**src/rtl/rdbp_pkg.sv**
```systemverilog
// ----------------------------------------------------------------------------
// rdbp_pkg
// Types and constants of the route discovery best path block.
// ----------------------------------------------------------------------------
package rdbp_pkg;

  localparam int FUNC_W    = 3;
  localparam int ID_W      = 8;
  localparam int LEN_W     = 5;
  localparam int RESP_W    = 9;
  localparam int TIMEOUT_W = 16;
  localparam int AGE_W     = 17;

  localparam logic [TIMEOUT_W-1:0] TIMEOUT_RESET = 16'd10;
  localparam logic [AGE_W-1:0]     AGE_MAX       = 17'h1FFFF;

  localparam logic [FUNC_W-1:0] FUNC_DISCOVER = 3'd0;
  localparam logic [FUNC_W-1:0] FUNC_NACK     = 3'd1;
  localparam logic [FUNC_W-1:0] FUNC_ROUTE    = 3'd2;
  localparam logic [FUNC_W-1:0] FUNC_TICK     = 3'd3;
  localparam logic [FUNC_W-1:0] FUNC_READ     = 3'd4;

  typedef enum logic [1:0] {
    VERDICT_EQ,
    VERDICT_LT,
    VERDICT_GT
  } verdict_t;

  typedef enum logic [3:0] {
    ST_CLEAR,
    ST_IDLE,
    ST_WD_RD,
    ST_WD_CHK,
    ST_NOTE_RD,
    ST_NOTE_CHK,
    ST_HOP_RD,
    ST_HOP_CHK,
    ST_HOP_END,
    ST_TICK,
    ST_EMIT,
    ST_RD_REQ,
    ST_RD_EMIT
  } state_t;

  typedef struct packed {
    logic load_item;
    logic clr_sweep;
    logic map_rd_wd;
    logic map_rd_src;
    logic wd_update;
    logic note_update;
    logic path_rd_hop;
    logic hop_update;
    logic hop_finish;
    logic tick;
    logic path_rd_out;
    logic rd_advance;
    logic emit_status;
    logic emit_path;
  } cmd_t;

  typedef struct packed {
    logic [FUNC_W-1:0] func;
    logic              hop_last;
    logic              best_empty;
    logic              rd_last;
    logic              clr_done;
    logic              out_free;
    logic              exp_flag;
  } sts_t;

endpackage

```
**src/rtl/rdbp_if.sv**
```systemverilog
// ----------------------------------------------------------------------------
// rdbp_if
// Valid/ready channel interfaces for input items and result items.
// ----------------------------------------------------------------------------
interface rdbp_in_if;
  logic                          valid;
  logic                          ready;
  logic [rdbp_pkg::FUNC_W-1:0]   func;
  logic [rdbp_pkg::ID_W-1:0]     responder_id;
  logic [rdbp_pkg::LEN_W-1:0]    path_len;
  logic [rdbp_pkg::ID_W-1:0]     hop_node;
  logic                          hop_last;

  modport source (output valid, func, responder_id, path_len, hop_node, hop_last,
                  input ready);
  modport sink (input valid, func, responder_id, path_len, hop_node, hop_last,
                output ready);
endinterface

interface rdbp_out_if;
  logic                          valid;
  logic                          ready;
  logic [rdbp_pkg::RESP_W-1:0]   responses;
  logic                          route_found;
  logic                          expired;
  logic [rdbp_pkg::LEN_W-1:0]    best_len;
  logic [rdbp_pkg::ID_W-1:0]     out_node;
  logic                          out_last;

  modport source (output valid, responses, route_found, expired, best_len, out_node,
                  out_last, input ready);
  modport sink (input valid, responses, route_found, expired, best_len, out_node,
                out_last, output ready);
endinterface

```
**src/rtl/route_discovery_best_path.sv**
```systemverilog
// Steps: discover withdraws via a map read and update, then, like nack, notes
//   its responder likewise; a route hop adds a path read and compare, and the
//   last hop a best path update; tick ages; all end in the result register.
// One transaction at a time; a read gives its hops one by one, paced by the
//   registered path RAM read. Reset: synchronous; a sweep then clears the
//   responder map, also after each expiry; no input is taken during the sweep.
// ----------------------------------------------------------------------------
// route_discovery_best_path
// Route discovery record for one destination: distinct responder count,
// responder map with discover withdraw, best path selection and aging.
// ----------------------------------------------------------------------------
module route_discovery_best_path #(
  parameter int MAX_NODES = 256,
  parameter int MAX_HOPS  = 16
) (
  input  logic                           clk,
  input  logic                           rst,
  input  logic                           cfg_wr_en,
  input  logic [rdbp_pkg::TIMEOUT_W-1:0] cfg_wr_data,
  rdbp_in_if.sink                        item,
  rdbp_out_if.source                     result
);

  rdbp_pkg::cmd_t cmd;
  rdbp_pkg::sts_t sts;

  rdbp_ctrl u_ctrl (
    .clk      (clk),
    .rst      (rst),
    .in_valid (item.valid),
    .in_ready (item.ready),
    .func     (item.func),
    .sts      (sts),
    .cmd      (cmd)
  );

  rdbp_dp #(
    .MAX_NODES (MAX_NODES),
    .MAX_HOPS  (MAX_HOPS)
  ) u_dp (
    .clk             (clk),
    .rst             (rst),
    .cfg_wr_en       (cfg_wr_en),
    .cfg_wr_data     (cfg_wr_data),
    .func            (item.func),
    .responder_id    (item.responder_id),
    .path_len        (item.path_len),
    .hop_node        (item.hop_node),
    .hop_last        (item.hop_last),
    .cmd             (cmd),
    .sts             (sts),
    .out_valid       (result.valid),
    .out_ready       (result.ready),
    .out_responses   (result.responses),
    .out_route_found (result.route_found),
    .out_expired     (result.expired),
    .out_best_len    (result.best_len),
    .out_node        (result.out_node),
    .out_last        (result.out_last)
  );

endmodule

```
**src/rtl/rdbp_ram.sv**
```systemverilog
// ----------------------------------------------------------------------------
// rdbp_ram
// Generic single write port, single read port RAM with registered read.
// ----------------------------------------------------------------------------
module rdbp_ram #(
  parameter int WIDTH = 8,
  parameter int DEPTH = 16
) (
  input  logic                                   clk,
  input  logic                                   we,
  input  logic [((DEPTH > 1) ? $clog2(DEPTH) : 1)-1:0] waddr,
  input  logic [WIDTH-1:0]                       wdata,
  input  logic                                   re,
  input  logic [((DEPTH > 1) ? $clog2(DEPTH) : 1)-1:0] raddr,
  output logic [WIDTH-1:0]                       rdata
);

  logic [WIDTH-1:0] mem [DEPTH];

  always_ff @(posedge clk) begin
    if (we) begin
      mem[waddr] <= wdata;
    end
    if (re) begin
      rdata <= mem[raddr];
    end
  end

endmodule

```
**src/rtl/rdbp_ctrl.sv**
```systemverilog
// ----------------------------------------------------------------------------
// rdbp_ctrl
// Sequencer: steps one transaction through map lookups, path compare,
// aging, readout and the responder map clearing sweep.
// ----------------------------------------------------------------------------
module rdbp_ctrl (
  input  logic                        clk,
  input  logic                        rst,
  input  logic                        in_valid,
  output logic                        in_ready,
  input  logic [rdbp_pkg::FUNC_W-1:0] func,
  input  rdbp_pkg::sts_t              sts,
  output rdbp_pkg::cmd_t              cmd
);

  rdbp_pkg::state_t state, state_next;

  always_ff @(posedge clk) begin
    if (rst) begin
      state <= rdbp_pkg::ST_CLEAR;
    end else begin
      state <= state_next;
    end
  end

  always_comb begin
    state_next = state;
    cmd        = '0;
    in_ready   = 1'b0;
    unique case (state)
      rdbp_pkg::ST_CLEAR: begin
        cmd.clr_sweep = 1'b1;
        if (sts.clr_done) begin
          state_next = rdbp_pkg::ST_IDLE;
        end
      end
      rdbp_pkg::ST_IDLE: begin
        in_ready = 1'b1;
        if (in_valid) begin
          cmd.load_item = 1'b1;
          priority if (func == rdbp_pkg::FUNC_DISCOVER) begin
            state_next = rdbp_pkg::ST_WD_RD;
          end else if (func == rdbp_pkg::FUNC_NACK || func == rdbp_pkg::FUNC_ROUTE) begin
            state_next = rdbp_pkg::ST_NOTE_RD;
          end else if (func == rdbp_pkg::FUNC_TICK) begin
            state_next = rdbp_pkg::ST_TICK;
          end else if (func == rdbp_pkg::FUNC_READ && !sts.best_empty) begin
            state_next = rdbp_pkg::ST_RD_REQ;
          end else begin
            state_next = rdbp_pkg::ST_EMIT;
          end
        end
      end
      rdbp_pkg::ST_WD_RD: begin
        cmd.map_rd_wd = 1'b1;
        state_next    = rdbp_pkg::ST_WD_CHK;
      end
      rdbp_pkg::ST_WD_CHK: begin
        cmd.wd_update = 1'b1;
        state_next    = rdbp_pkg::ST_NOTE_RD;
      end
      rdbp_pkg::ST_NOTE_RD: begin
        cmd.map_rd_src = 1'b1;
        state_next     = rdbp_pkg::ST_NOTE_CHK;
      end
      rdbp_pkg::ST_NOTE_CHK: begin
        cmd.note_update = 1'b1;
        state_next      = (sts.func == rdbp_pkg::FUNC_ROUTE) ? rdbp_pkg::ST_HOP_RD
                                                             : rdbp_pkg::ST_EMIT;
      end
      rdbp_pkg::ST_HOP_RD: begin
        cmd.path_rd_hop = 1'b1;
        state_next      = rdbp_pkg::ST_HOP_CHK;
      end
      rdbp_pkg::ST_HOP_CHK: begin
        cmd.hop_update = 1'b1;
        state_next     = sts.hop_last ? rdbp_pkg::ST_HOP_END : rdbp_pkg::ST_EMIT;
      end
      rdbp_pkg::ST_HOP_END: begin
        cmd.hop_finish = 1'b1;
        state_next     = rdbp_pkg::ST_EMIT;
      end
      rdbp_pkg::ST_TICK: begin
        cmd.tick   = 1'b1;
        state_next = rdbp_pkg::ST_EMIT;
      end
      rdbp_pkg::ST_EMIT: begin
        if (sts.out_free) begin
          cmd.emit_status = 1'b1;
          // an expiry wipes the responder map before the next transaction
          state_next      = sts.exp_flag ? rdbp_pkg::ST_CLEAR : rdbp_pkg::ST_IDLE;
        end
      end
      rdbp_pkg::ST_RD_REQ: begin
        cmd.path_rd_out = 1'b1;
        state_next      = rdbp_pkg::ST_RD_EMIT;
      end
      rdbp_pkg::ST_RD_EMIT: begin
        if (sts.out_free) begin
          cmd.emit_path  = 1'b1;
          cmd.rd_advance = 1'b1;
          state_next     = sts.rd_last ? rdbp_pkg::ST_IDLE : rdbp_pkg::ST_RD_REQ;
        end
      end
      default: begin
        state_next = rdbp_pkg::ST_CLEAR;
      end
    endcase
  end

endmodule

```
**src/rtl/rdbp_dp.sv**
```systemverilog
// ----------------------------------------------------------------------------
// rdbp_dp
// Datapath: responder map RAM, path RAM with two banks, record registers,
// aging counter and the result register.
// ----------------------------------------------------------------------------
module rdbp_dp #(
  parameter int MAX_NODES = 256,
  parameter int MAX_HOPS  = 16
) (
  input  logic                           clk,
  input  logic                           rst,
  input  logic                           cfg_wr_en,
  input  logic [rdbp_pkg::TIMEOUT_W-1:0] cfg_wr_data,
  input  logic [rdbp_pkg::FUNC_W-1:0]    func,
  input  logic [rdbp_pkg::ID_W-1:0]      responder_id,
  input  logic [rdbp_pkg::LEN_W-1:0]     path_len,
  input  logic [rdbp_pkg::ID_W-1:0]      hop_node,
  input  logic                           hop_last,
  input  rdbp_pkg::cmd_t                 cmd,
  output rdbp_pkg::sts_t                 sts,
  output logic                           out_valid,
  input  logic                           out_ready,
  output logic [rdbp_pkg::RESP_W-1:0]    out_responses,
  output logic                           out_route_found,
  output logic                           out_expired,
  output logic [rdbp_pkg::LEN_W-1:0]     out_best_len,
  output logic [rdbp_pkg::ID_W-1:0]      out_node,
  output logic                           out_last
);

  localparam int NODE_AW    = $clog2(MAX_NODES);
  localparam int NCNT_W     = $clog2(MAX_NODES + 1);
  localparam int HOP_AW     = (MAX_HOPS > 1) ? $clog2(MAX_HOPS) : 1;
  localparam int HCNT_W     = $clog2(MAX_HOPS + 1);
  localparam int PATH_DEPTH = 2 * (1 << HOP_AW);

  // latched transaction
  logic [rdbp_pkg::FUNC_W-1:0] cur_func;
  logic [rdbp_pkg::ID_W-1:0]   cur_src;
  logic [rdbp_pkg::LEN_W-1:0]  cur_plen;
  logic [rdbp_pkg::ID_W-1:0]   cur_node;
  logic                        cur_last;

  // record state
  logic [rdbp_pkg::TIMEOUT_W-1:0] timeout;
  logic [NCNT_W-1:0]              count;
  logic [rdbp_pkg::ID_W-1:0]      withdraw_id;
  logic                           have_route;
  logic [HCNT_W-1:0]              best_len;
  logic [HCNT_W-1:0]              hop_pos;
  rdbp_pkg::verdict_t             verdict;
  logic [rdbp_pkg::AGE_W-1:0]     age;
  logic                           best_bank;
  logic                           exp_flag;
  logic [HCNT_W-1:0]              rd_idx;
  logic [NODE_AW-1:0]             clr_addr;

  // map RAM
  logic               map_we;
  logic [NODE_AW-1:0] map_waddr;
  logic               map_re;
  logic [NODE_AW-1:0] map_raddr;
  logic               map_rdata;

  // path RAM
  logic                path_we;
  logic [HOP_AW:0]     path_waddr;
  logic                path_re;
  logic [HOP_AW:0]     path_raddr;
  logic [rdbp_pkg::ID_W-1:0] path_rdata;

  logic [31:0]              src_ext;
  logic [31:0]              wd_ext;
  logic [31:0]              count_ext;
  logic [31:0]              blen_ext;
  logic                     src_ok;
  logic                     wd_ok;
  logic [NODE_AW-1:0]       src_addr;
  logic [NODE_AW-1:0]       wd_addr;
  logic                     wd_hit;
  logic                     note_new;
  logic [rdbp_pkg::AGE_W-1:0] age_inc;
  logic                     expire_now;
  logic [HCNT_W-1:0]        lim;
  logic                     hop_in;
  logic [HCNT_W-1:0]        n_hops;
  logic                     new_wins;
  logic                     rd_last;

  assign src_ext  = 32'(cur_src);
  assign wd_ext   = 32'(withdraw_id);
  assign src_ok   = src_ext < 32'(MAX_NODES);
  assign wd_ok    = (withdraw_id != '0) && (wd_ext < 32'(MAX_NODES));
  assign src_addr = src_ext[NODE_AW-1:0];
  assign wd_addr  = wd_ext[NODE_AW-1:0];
  assign wd_hit   = wd_ok && map_rdata;
  assign note_new = src_ok && !map_rdata;

  assign age_inc    = (age < rdbp_pkg::AGE_MAX) ? age + 1'b1 : age;
  assign expire_now = age_inc > {1'b0, timeout};

  assign lim    = (32'(cur_plen) < 32'(MAX_HOPS)) ? HCNT_W'(cur_plen) : HCNT_W'(MAX_HOPS);
  assign hop_in = hop_pos < lim;
  assign n_hops = hop_in ? hop_pos : lim;
  assign new_wins = !have_route || (best_len > n_hops) ||
                    (best_len == n_hops && verdict == rdbp_pkg::VERDICT_LT);
  assign rd_last = ({1'b0, rd_idx} + 1'b1) == {1'b0, best_len};

  assign map_we    = cmd.clr_sweep || (cmd.wd_update && wd_hit) ||
                     (cmd.note_update && note_new);
  assign map_waddr = cmd.clr_sweep ? clr_addr : (cmd.wd_update ? wd_addr : src_addr);
  assign map_re    = cmd.map_rd_wd || cmd.map_rd_src;
  assign map_raddr = cmd.map_rd_wd ? wd_addr : src_addr;

  // candidate hops go to the bank that does not hold the best path
  assign path_we    = cmd.hop_update && hop_in;
  assign path_waddr = {~best_bank, hop_pos[HOP_AW-1:0]};
  assign path_re    = cmd.path_rd_hop || cmd.path_rd_out;
  assign path_raddr = cmd.path_rd_hop ? {best_bank, hop_pos[HOP_AW-1:0]}
                                      : {best_bank, rd_idx[HOP_AW-1:0]};

  rdbp_ram #(
    .WIDTH (1),
    .DEPTH (MAX_NODES)
  ) u_map_ram (
    .clk   (clk),
    .we    (map_we),
    .waddr (map_waddr),
    .wdata (cmd.note_update),
    .re    (map_re),
    .raddr (map_raddr),
    .rdata (map_rdata)
  );

  rdbp_ram #(
    .WIDTH (rdbp_pkg::ID_W),
    .DEPTH (PATH_DEPTH)
  ) u_path_ram (
    .clk   (clk),
    .we    (path_we),
    .waddr (path_waddr),
    .wdata (cur_node),
    .re    (path_re),
    .raddr (path_raddr),
    .rdata (path_rdata)
  );

  always_ff @(posedge clk) begin
    if (cmd.load_item) begin
      cur_func <= func;
      cur_src  <= responder_id;
      cur_plen <= path_len;
      cur_node <= hop_node;
      cur_last <= hop_last;
    end
  end

  always_ff @(posedge clk) begin
    if (rst) begin
      timeout     <= rdbp_pkg::TIMEOUT_RESET;
      count       <= '0;
      withdraw_id <= '0;
      have_route  <= 1'b0;
      best_len    <= '0;
      hop_pos     <= '0;
      verdict     <= rdbp_pkg::VERDICT_EQ;
      age         <= '0;
      best_bank   <= 1'b0;
      exp_flag    <= 1'b0;
      rd_idx      <= '0;
      clr_addr    <= '0;
    end else begin
      if (cfg_wr_en) begin
        timeout <= cfg_wr_data;
      end
      clr_addr <= cmd.clr_sweep ? clr_addr + 1'b1 : '0;
      if (cmd.load_item) begin
        exp_flag <= 1'b0;
        rd_idx   <= '0;
      end
      if (cmd.rd_advance) begin
        rd_idx <= rd_idx + 1'b1;
      end
      if (cmd.wd_update && wd_hit && count != '0) begin
        count <= count - 1'b1;
      end
      if (cmd.note_update && note_new) begin
        count <= count + 1'b1;
        age   <= '0;
        if (cur_func == rdbp_pkg::FUNC_DISCOVER) begin
          withdraw_id <= cur_src;
        end
      end
      if (cmd.hop_update && hop_in) begin
        if (have_route && verdict == rdbp_pkg::VERDICT_EQ && hop_pos < best_len) begin
          if (cur_node < path_rdata) begin
            verdict <= rdbp_pkg::VERDICT_LT;
          end else if (cur_node > path_rdata) begin
            verdict <= rdbp_pkg::VERDICT_GT;
          end
        end
        hop_pos <= hop_pos + 1'b1;
      end
      if (cmd.hop_finish) begin
        if (new_wins) begin
          best_bank <= ~best_bank;
          best_len  <= n_hops;
        end
        have_route <= 1'b1;
        hop_pos    <= '0;
        verdict    <= rdbp_pkg::VERDICT_EQ;
      end
      if (cmd.tick) begin
        age <= age_inc;
        if (expire_now) begin
          count       <= '0;
          withdraw_id <= '0;
          have_route  <= 1'b0;
          best_len    <= '0;
          hop_pos     <= '0;
          verdict     <= rdbp_pkg::VERDICT_EQ;
          exp_flag    <= 1'b1;
        end
      end
    end
  end

  // result register
  assign count_ext = 32'(count);
  assign blen_ext  = 32'(best_len);

  always_ff @(posedge clk) begin
    if (rst) begin
      out_valid <= 1'b0;
    end else if (cmd.emit_status || cmd.emit_path) begin
      out_valid <= 1'b1;
    end else if (out_ready) begin
      out_valid <= 1'b0;
    end
  end

  always_ff @(posedge clk) begin
    if (cmd.emit_status || cmd.emit_path) begin
      out_responses   <= count_ext[rdbp_pkg::RESP_W-1:0];
      out_route_found <= have_route;
      out_best_len    <= blen_ext[rdbp_pkg::LEN_W-1:0];
      out_expired     <= cmd.emit_status && exp_flag;
      out_node        <= cmd.emit_path ? path_rdata : '0;
      out_last        <= cmd.emit_status || rd_last;
    end
  end

  assign sts.func       = cur_func;
  assign sts.hop_last   = cur_last;
  assign sts.best_empty = (best_len == '0);
  assign sts.rd_last    = rd_last;
  assign sts.clr_done   = (clr_addr == NODE_AW'(MAX_NODES - 1));
  assign sts.out_free   = !out_valid || out_ready;
  assign sts.exp_flag   = exp_flag;

endmodule

```
**src/flat_wrapper.sv**
```systemverilog
// flat-port wrapper written by rule: the top's interface ports become plain ports
module route_discovery_best_path_flat 
#(
  parameter int MAX_NODES = 256,
  parameter int MAX_HOPS  = 16
)
  (clk, rst, cfg_wr_en, cfg_wr_data, item_valid, item_func, item_responder_id, item_path_len, item_hop_node, item_hop_last, item_ready, result_valid, result_responses, result_route_found, result_expired, result_best_len, result_out_node, result_out_last, result_ready);
  rdbp_in_if item_i ();
  rdbp_out_if result_i ();
  input  logic clk;
  input  logic rst;
  input  logic cfg_wr_en;
  input  logic [rdbp_pkg::TIMEOUT_W-1:0] cfg_wr_data;
  input wire logic [$bits(item_i.valid)-1:0] item_valid;
  input wire logic [$bits(item_i.func)-1:0] item_func;
  input wire logic [$bits(item_i.responder_id)-1:0] item_responder_id;
  input wire logic [$bits(item_i.path_len)-1:0] item_path_len;
  input wire logic [$bits(item_i.hop_node)-1:0] item_hop_node;
  input wire logic [$bits(item_i.hop_last)-1:0] item_hop_last;
  output wire logic [$bits(item_i.ready)-1:0] item_ready;
  output wire logic [$bits(result_i.valid)-1:0] result_valid;
  output wire logic [$bits(result_i.responses)-1:0] result_responses;
  output wire logic [$bits(result_i.route_found)-1:0] result_route_found;
  output wire logic [$bits(result_i.expired)-1:0] result_expired;
  output wire logic [$bits(result_i.best_len)-1:0] result_best_len;
  output wire logic [$bits(result_i.out_node)-1:0] result_out_node;
  output wire logic [$bits(result_i.out_last)-1:0] result_out_last;
  input wire logic [$bits(result_i.ready)-1:0] result_ready;
  assign item_i.valid = item_valid;
  assign item_i.func = item_func;
  assign item_i.responder_id = item_responder_id;
  assign item_i.path_len = item_path_len;
  assign item_i.hop_node = item_hop_node;
  assign item_i.hop_last = item_hop_last;
  assign item_ready = item_i.ready;
  assign result_valid = result_i.valid;
  assign result_responses = result_i.responses;
  assign result_route_found = result_i.route_found;
  assign result_expired = result_i.expired;
  assign result_best_len = result_i.best_len;
  assign result_out_node = result_i.out_node;
  assign result_out_last = result_i.out_last;
  assign result_i.ready = result_ready;
  route_discovery_best_path #(.MAX_NODES(MAX_NODES), .MAX_HOPS(MAX_HOPS)) u_core (.clk(clk), .rst(rst), .cfg_wr_en(cfg_wr_en), .cfg_wr_data(cfg_wr_data), .item(item_i), .result(result_i));
endmodule
```
**config.mk**
```make
export PLATFORM = sky130hd
export DESIGN_NAME = route_discovery_best_path_flat
export DESIGN_NICKNAME = d
export VERILOG_FILES = /design/src/rtl/rdbp_pkg.sv /design/src/rtl/rdbp_if.sv /design/src/rtl/route_discovery_best_path.sv /design/src/rtl/rdbp_ram.sv /design/src/rtl/rdbp_ctrl.sv /design/src/rtl/rdbp_dp.sv /design/src/flat_wrapper.sv
export SDC_FILE = /design/constraint.sdc
export NUM_CORES = 1
export LEC_CHECK = 0
export ABC_AREA = 1
export BUFFER_PORTS_ARGS = -buffer_cell sky130_fd_sc_hd__buf_4
export CORE_MARGIN = 2
export CORE_UTILIZATION = 28
export CTS_CLUSTER_DIAMETER = 150
export DETAILED_ROUTE_END_ITERATION = 10
export RECOVER_POWER = 100
export SETUP_SLACK_MARGIN = 0.1
export SLEW_MARGIN = 10
export SYNTH_ARGS = -nofsm -noshare
export SYNTH_HDL_FRONTEND = slang
export SYNTH_SLANG_ARGS = --single-unit
```
**constraint.sdc**
```tcl
create_clock -name clk -period 7.25 [get_ports clk]
set_clock_uncertainty 0.1 [all_clocks]
set_input_delay 0.725 -clock clk [delete_from_list [all_inputs] [get_ports clk]]
set_output_delay 0.725 -clock clk [all_outputs]
set_load 0.01 [all_outputs]
```
Yosys cells after proc, flatten, opt, wreduce, memory -nomap -nowiden
Memory sizes are Yosys's and may differ from the RTL's. A register that Yosys moved wholly into a read port is not among the register bits.
Index checks and enable logic that the tools add are counted.

storage, ports and cells
  input port bits = 46
  memories kept = 2
  bits in registers = 133
  logic and storage cells = 186
  bits in writable memories = 512

memory list
  memory                      words  bits a word  read ports  clocked after Yosys merged registers in  write ports  line            source
  u_core.u_dp.u_map_ram.mem   256    1            1           1                                        1            rdbp_ram.sv:18  logic [WIDTH-1:0] mem [DEPTH];
  u_core.u_dp.u_path_ram.mem  32     8            1           1                                        1            rdbp_ram.sv:18

operators by class
  order comparisons = 10
  mux-type cells = 75
  reduce and logical (&&, ||, !) cells = 40
  bitwise logic cells = 2
  equality and inequality tests = 25
  add/subtract/negate cells = 7

operators by type and width
  kind                     count
  $mux W5                  12
  $mux W8                  7
  $mux W17                 3
  $pmux W4 S12             1
  $mux W4                  10
  $mux W9                  4
  $mux W1                  30
  $eq A4 B4 Y1 const B     5
  $lt A8 B9 Y1 const B     2
  $add A17 B1 Y17 const B  1
  $gt A17 B16 Y1           1
  $lt A17 B17 Y1 const B   1
  $eq A4 B3 Y1 const B     4
  $mux W2                  8
  $logic_and A1 B1 Y1      12
  $add A5 B1 Y5 const B    2
  $logic_or A1 B1 Y1       10
  $lt A5 B5 Y1             2
  $add A9 B1 Y9 const B    1
  $eq A3 B2 Y1 const B     3
  $reduce_bool A9 Y1       1
  $sub A9 B1 Y9 const B    1
  $add A8 B1 Y8 const B    1
  $eq A4 B2 Y1 const B     2
  other kinds (25)         35

Longest topological paths before layout
Gate-level depths: netlist of the first run.

  depth after elaboration = 11
  mapped depth = 24

Modules after synthesis
From an unflattened synthesis of the first run, not the netlist that was laid out.

unflattened totals
  cells, all modules = 3057
  area total of the unflattened synthesis = 29793.6 sq um

modules (own cells, without submodules)
  module                              area an instance (sq um)  cells an instance  seq. area each (sq um)  times used
  rdbp_ram at u_core.u_dp.u_map_ram   11727.5                   1184               7717.4                  1
  rdbp_ram at u_core.u_dp.u_path_ram  10866.7                   922                7927.6                  1
  rdbp_dp                             6718.9                    850                3083.0                  1
  rdbp_ctrl                           480.5                     101                80.1                    1

Worst setup path before layout of the first run
No wires, ideal clock.

  kind = register to register
  from = reg u_core.u_ctrl.state[0]
  to = mem u_core.u_dp.u_map_ram.mem[102], enable pin
  path buffers = 1
  stages on the path, launching flop included = 12
  library setup time = 300 ps
  data required time = 6850 ps
  arrival = 5863 ps
  slack = 987 ps
  path through = dfxtp_1 -> inv_2 -> nor2_1 -> inv_1 -> nor2_2 -> inv_1 -> nor2_2 -> nor3_2 -> nor3_2 -> nand2_1 -> clkbuf_1 -> nor2_1

RTL lines
  what                    line             source
  from (decl)             rdbp_ctrl.sv:16  rdbp_pkg::state_t state, state_next;
  from (signal assigned)  rdbp_ctrl.sv:20  state <= rdbp_pkg::ST_CLEAR;
  from (signal assigned)  rdbp_ctrl.sv:22  state <= state_next;
  to (decl)               rdbp_ram.sv:18

Worst setup path after layout of the first run
  from = reg u_core.u_ctrl.state[1]
  to = reg u_core.u_dp.u_path_ram.rdata[7] (read register of u_core.u_dp.u_path_ram.mem), data pin

between the ends
  word-level cells in the longest chain between the ends = 3
  elaborated cells on any way between the ends = 6

ends and longest elaborated chain
  what                                                  line                            source
  $eq A4 B3 Y1 / $eq A4 B4 Y1 (equally long branches)   rdbp_ctrl.sv:30                 unique case (state)
  $mux W1                                               rdbp_ctrl.sv:30
  $mux W4 / $logic_or A1 B1 Y1 (equally long branches)  rdbp_dp.sv:119, rdbp_dp.sv:118
  to (decl)                                             rdbp_ram.sv:15                  output logic [WIDTH-1:0] rdata

Parallel ways exist; a longest one is shown, timed or not.
A chain may end at the register's enable or synchronous reset.

==> flow_metrics.tcl, run 1 <==
set metrics [dict create \
    ys_seq_area_frac 0.635 \
    routedWlPerCell_um 17.6 \
    grt_max_degree 259 \
    die_area_um2 108000 \
    status "finished, violations left" \
    hold_path_depth 1 \
    worst_slew_pin_slew_ns 1.91 \
    ys_warn_count 0 \
    path_cells "clkinv_1 > nor2_1 > nand3_1 > nand2_4 > clkinv_2 > clkbuf_2 > o21ai_0 > o221ai_1 > nand3_1 > o21ai_0 > o21a_1" \
    required_ns 7.51 \
    fmax_mhz 195 \
    grt_overflow 0 \
    hold_buffers 0 \
    clk_latency_ns 0.61 \
    synth_top_area_share 0.579 \
    powerDensity_nw_per_um2 224 \
    start_kind "flip-flop" \
    hold_start "item_hop_node[4]" \
    synth_cell_types 46 \
    r2r_cells 11 \
    hold_viol 0 \
    seqCellArea_um2 18800 \
    critPathKind "reg2reg" \
    ioPinCount 73 \
    rr_startpoint "u_core.u_ctrl.state[1]$_SDFFE_PP0P_" \
    synthesis.nets 3086 \
    grt_pass1_wl_um 120000 \
    path_clk_slew_ns 0.06 \
    path_buf_inv 3 \
    p_total_w 0.00748 \
    cp_slowest_stage_delay_ns 0.97 \
    grt_usage 0.142 \
    synth_seq_cells 654 \
    setup-violations-final 0 \
    first_pass_iters 6 \
    post-route-period-util 0.707 \
    peakVddDrop_mv 0.185 \
    reg2reg_setup_slack_ns 2.12 \
    chipWidth_um 329 \
    ant_nets 0 \
    r2r_end "u_core.u_dp.u_path_ram.rdata[7]$_DFFE_PP_" \
    drcViolationCount 0 \
    initial_utilization 0.282 \
    critPathArrivalTime_ns 5.39 \
    nets 3116 \
    cts_setup_buffers 0 \
    die_h_um 329 \
    avgViaCountPerCell 4.83 \
    rsz0062_at_grt "false" \
    max_cap_viol_count 11 \
    root_buffer "clkbuf_16" \
    cts.sinks 654 \
    core_area_um2 105000 \
    diodes 0 \
    avgSynthCellArea_um2 9.89 \
    num_rows 119 \
    clk_path_buf_depth 3 \
    layout-drive-gt1-share 0.0585 \
    fin_util 0.318 \
    wirelength_um 78300 \
    cp-end-kind "flip-flop" \
    cp_slowest_cell "clkbuf_2" \
    port_buffers 72 \
    mostFrequentLayoutCell "edfxtp_1" \
    min_path_type "in2reg" \
    grt_pass1_vias 20700 \
    antenna_found_initial 1 \
    multi_input_area_um2 9010 \
    htree_levels 3 \
    most-common-layout-cells "edfxtp_1, nor2_1, nand2_1" \
    p_leak_nw 12.0 \
    cts_resized 0 \
    violations "capacitance limit, slew limit" \
    place.gp.congestion 0.834 \
    dp_hpwl_um 45100 \
    vias 21500 \
    holdPathEnd "u_core.u_dp.cur_node[4]$_DFFE_PP_" \
    syn_inst 2994 \
    cts_tree "built" \
    fillers 10900 \
    drt_iter0_drc 2194 \
    yosysTopAreaCell "edfxtp_1" \
    slew_headroom -0.274 \
    slew_violations 316 \
    yosys-top-cells-area "edfxtp_1, nor2_1, nand2_1, dfxtp_1, nand3_1" \
    crit_family "buffers and inverters" \
    finalSetupTns_ns 0 \
    cp_max_fo 73 \
    period_minus_slack_ns 5.13 \
    syn_to_final_growth_pct 12.9 \
    syn_area_um2 29600 \
    cts_buffers 67 \
]
[how the worst max path moves through the flow]
stage	startpoint	slack [ns]	endpoint	cells past startpoint
after floorplan	u_core.u_ctrl.state[0]$_SDFFE_PP0P_	0.99	u_core.u_dp.u_map_ram.mem[102]$_DFFE_PP_	11
after global placement	u_core.u_ctrl.state[2]$_SDFFE_PP0P_	2.94	u_core.u_dp.u_path_ram.rdata[1]$_DFFE_PP_	11
after detailed placement	u_core.u_ctrl.state[2]$_SDFFE_PP0P_	2.89	u_core.u_dp.u_path_ram.rdata[1]$_DFFE_PP_	11
after CTS	u_core.u_ctrl.state[2]$_SDFFE_PP0P_	2.89	u_core.u_dp.u_path_ram.rdata[7]$_DFFE_PP_	11
after global routing	u_core.u_ctrl.state[1]$_SDFFE_PP0P_	1.63	u_core.u_dp.u_path_ram.rdata[7]$_DFFE_PP_	11
final	u_core.u_ctrl.state[1]$_SDFFE_PP0P_	2.12	u_core.u_dp.u_path_ram.rdata[7]$_DFFE_PP_	11
[cell type report]
| cell class | instances | area share |
|---|---|---|
| sequential | 654 | 0.562 |
| multi-input combinational | 1881 | 0.270 |
| clock buffer | 83 | 0.0557 |
| tap | 1391 | 0.0520 |
| inverter | 312 | 0.0351 |
| timing repair buffer | 108 | 0.0192 |
| clock inverter | 24 | 0.00599 |
[where the power goes]
group	internal (W)	switching, W
sequential	0.00404	0.00000337
combinational	0.0000257	0.0000610
clock	0.00192	0.00143
[logic make-up (layout without fill, tap and decap cells)]
logic type,count (synthesis),count (layout),share of synthesized area
buf+inv,459,527,0.0612
xor+xnor,26,26,0.00769
compound gates,395,395,0.0775
simple gates,1409,1409,0.198
fa+ha+maj,46,46,0.0194
mux,5,5,0.00169
flops,654,654,0.635
[per-layer routing]
layer	GRT usage	up-vias	share of wire
li1	-	10200	-
met1	0.189	10400	0.44
met2	0.231	759	0.47
met3	0.0249	124	0.070
met4	0.0496	2	0.027
met5	0	-	0.00015
[sequential cells by signal, summed over array words and instances (netlist names), 9 cells and up]
signal                      cells
u_core.u_dp.out_responses       9
u_core.u_dp.count               9
u_core.u_dp.age                17
u_core.u_dp.timeout            16
u_core.u_dp.u_path_ram.mem    256
u_core.u_dp.u_map_ram.mem     256
[cell usage after synthesis (all sizes together)]
| cell | count |
|---|---|
| mux2i | 5 |
| edfxtp | 571 |
| a21oi | 70 |
| buf | 64 |
| o21ai | 227 |
| o221ai | 45 |
| a2111oi | 1 |
| nand4 | 13 |
| o21bai | 1 |
| nor2 | 531 |
| clkbuf | 83 |
| dfxtp | 83 |
| inv | 309 |
| a21boi | 1 |
| or2 | 5 |
| xnor2 | 3 |
| a41oi | 1 |
| o21ba | 1 |
| nand2 | 518 |
| o22ai | 21 |
| a22oi | 2 |
| xor2 | 23 |
| a31oi | 2 |
| nor3 | 30 |
| nor3b | 2 |
| and2 | 1 |
| clkinv | 3 |
| nand3 | 300 |
| nand3b | 1 |
| ha | 46 |
| o2111ai | 2 |
| o211ai | 12 |
| o21a | 9 |
| nor4 | 8 |
[metrics by stage]
| step | hold WS (ns) | setup slack (ns) | area [um2] | cells |
|---|---|---|---|---|
| 3_5_place_dp | 0.345 | 2.89 | 31600 | 4346 |
| 2_1_floorplan | 0.330 | 0.987 | 29600 | 2994 |
| 4_1_cts | 0.164 | 2.89 | 33700 | 4453 |
| 6_report | 0.221 | 2.12 | 33400 | 4453 |
| 3_3_place_gp | 0.337 | 2.94 | 31600 | 4345 |
| 5_1_grt | 0.201 | 1.63 | 33400 | 4453 |
[worst register-to-register path: stages, from the launching register on]
cell and delay [ns]:
dfxtp_1 0.39, clkinv_1 0.10, nor2_1 0.30, nand3_1 0.22, nand2_4 0.65, clkinv_2 0.92
clkbuf_2 0.98, o21ai_0 0.45, o221ai_1 0.16, nand3_1 0.19, o21ai_0 0.21, o21a_1 0.23
(Power assumes the default switching activity.)
==> run 2, diff against run 1 <==
- clock period: 7.25 -> 4.4 ns (I/O delays scaled with it)
==> run 2 against run 1 <==
Against the previous run:
- the flow still finishes with violations (capacitance limit, slew limit)
- die area is the same
- via count down 0.31%
- count of clock-buffer cells in the layout increased by 9
- core utilization increased by 0.92 points
- first-iteration DRC count decreased by 5.8%
- sequential power is 65% higher
- critical path depth increased by 1
- final cell count up 2.0%
- maximum frequency is 31% higher
- total power rose by 73%
- clock power rose by 82%
- combinational power rose by 110%
- highest routed layer is now met4
==> flow_metrics.tcl, run 2 (synthesized netlist as in run 1, its figures left out) <==
set metrics [dict create \
    status "finished, violations left" \
    violations "capacitance limit, slew limit" \
    rsz0062_at_grt "false" \
    most-common-layout-cells "edfxtp_1, nor2_1, nand2_1" \
    grt_usage 0.142 \
    start_kind "flip-flop" \
    nets 3188 \
    dp_hpwl_um 47100 \
    critPathArrivalTime_ns 4.10 \
    required_ns 4.60 \
    htree_levels 3 \
    period_minus_slack_ns 3.90 \
    ioPinCount 73 \
    cp-end-kind "flip-flop" \
    vias 21400 \
    cp_max_fo 10 \
    clk_path_buf_depth 3 \
    setup-violations-final 0 \
    min_path_type "in2reg" \
    powerDensity_nw_per_um2 376 \
    slew_violations 528 \
    seqCellArea_um2 18800 \
    cts.sinks 654 \
    finalSetupTns_ns 0 \
    initial_utilization 0.282 \
    die_area_um2 108000 \
    cts_resized 0 \
    peakVddDrop_mv 0.281 \
    diodes 0 \
    slew_headroom -0.713 \
    wirelength_um 78800 \
    avgViaCountPerCell 4.72 \
    hold_buffers 40 \
    grt_overflow 0 \
    num_rows 119 \
    first_pass_iters 5 \
    max_cap_viol_count 9 \
    core_area_um2 105000 \
    layout-drive-gt1-share 0.0663 \
    routedWlPerCell_um 17.3 \
    cts_buffers 73 \
    p_total_w 0.0129 \
    critPathKind "reg2reg" \
    grt_max_degree 258 \
    largestRegisters "u_core.u_dp.u_map_ram.mem x256, u_core.u_dp.u_path_ram.mem x256, u_core.u_dp.age x17" \
    dp_cells 4372 \
    mostFrequentLayoutCell "edfxtp_1" \
    fillers 10800 \
    place.gp.congestion 0.843 \
    root_buffer "clkbuf_16" \
    chipWidth_um 329 \
    drt_iter0_drc 2066 \
    antenna_found_initial 2 \
    die_h_um 329 \
    fin_util 0.327 \
    grt_pass1_wl_um 119000 \
    p_leak_nw 12.4 \
    ant_nets 0 \
    drcViolationCount 0 \
    cts_setup_buffers 0 \
    path_clk_slew_ns 0.06 \
    clk_latency_ns 0.62 \
    hold_viol 0 \
    post-route-period-util 0.887 \
    fmax_mhz 256 \
    cts_tree "built" \
    multi_input_area_um2 9040 \
    worst_slew_pin_slew_ns 2.57 \
    grt_pass1_vias 20300 \
    syn_to_final_growth_pct 16.1 \
    port_buffers 72 \
    fin_cells 4543 \
]
==> run 2: cell types whose count changed in the layout (fill, tap and decap cells not counted), sizes merged <==
cell / previous run / this run
buf: 38 / 49
bufinv: 3 / 7
clkbuf: 153 / 177
clkinv: 21 / 29
clkinvlp: 2 / 5
dlygate4sd3: 0 / 40
==> run 2: final timing paths <==
check                           depth (start not counted)                                  endpoint                           startpoint  slack, ns
worst max register to register                         12  u_core.u_dp.u_map_ram.mem[160]$_DFFE_PP_  u_core.u_ctrl.state[2]$_SDFFE_PP0P_       0.50
worst max-delay path                                   12  u_core.u_dp.u_map_ram.mem[160]$_DFFE_PP_  u_core.u_ctrl.state[2]$_SDFFE_PP0P_       0.50
worst min-delay path                                    3       u_core.u_dp.timeout[6]$_SDFFE_PP0P_                       cfg_wr_data[6]       0.03
worst min register to register                          2       u_core.u_dp.timeout[9]$_SDFFE_PP0P_  u_core.u_dp.timeout[9]$_SDFFE_PP0P_       0.36
==> run 2: power by group <==
group	switching [W]	internal, W
sequential	0.00000560	0.00666
combinational	0.000110	0.0000682
clock	0.00255	0.00354
==> run 2: area by class of cell <==
| cell class | instances | share of cell area |
|---|---|---|
| multi-input combinational | 1881 | 0.263 |
| tap | 1391 | 0.0506 |
| sequential | 654 | 0.547 |
| clock buffer | 92 | 0.0558 |
| timing repair buffer | 174 | 0.0366 |
| clock inverter | 39 | 0.0135 |
| inverter | 312 | 0.0341 |
==> run 2: per-layer routing <==
metal / vias to the layer above / track usage / part of all wire
met5: - / 0 / 0
met2: 692 / 0.226 / 0.46
met4: 0 / 0.0440 / 0.023
li1: 10400 / - / -
met3: 117 / 0.0247 / 0.067
met1: 10300 / 0.196 / 0.45
==> run 2: critical path, cell delays in order (launching register included) <==
cell,delay [ns]
dfxtp_1,0.35
nor2_1,0.35
inv_1,0.17
nor2_1,0.47
inv_1,0.29
nand2_1,0.11
o211ai_1,0.08
o21ai_0,0.18
inv_1,0.11
nor2_1,0.24
nand3_1,0.46
clkbuf_2,0.44
nor2_1,0.18
==> run 2: through the flow <==
step,setup WS [ns],area (um2),hold slack (ns)
floorplan,-0.0766,29700,0.330
global placement,0.939,31900,0.349
detailed placement,0.839,31900,0.350
CTS,0.805,34700,0.00151
global route,0.238,34400,0.0364
finish,0.499,34400,0.0297
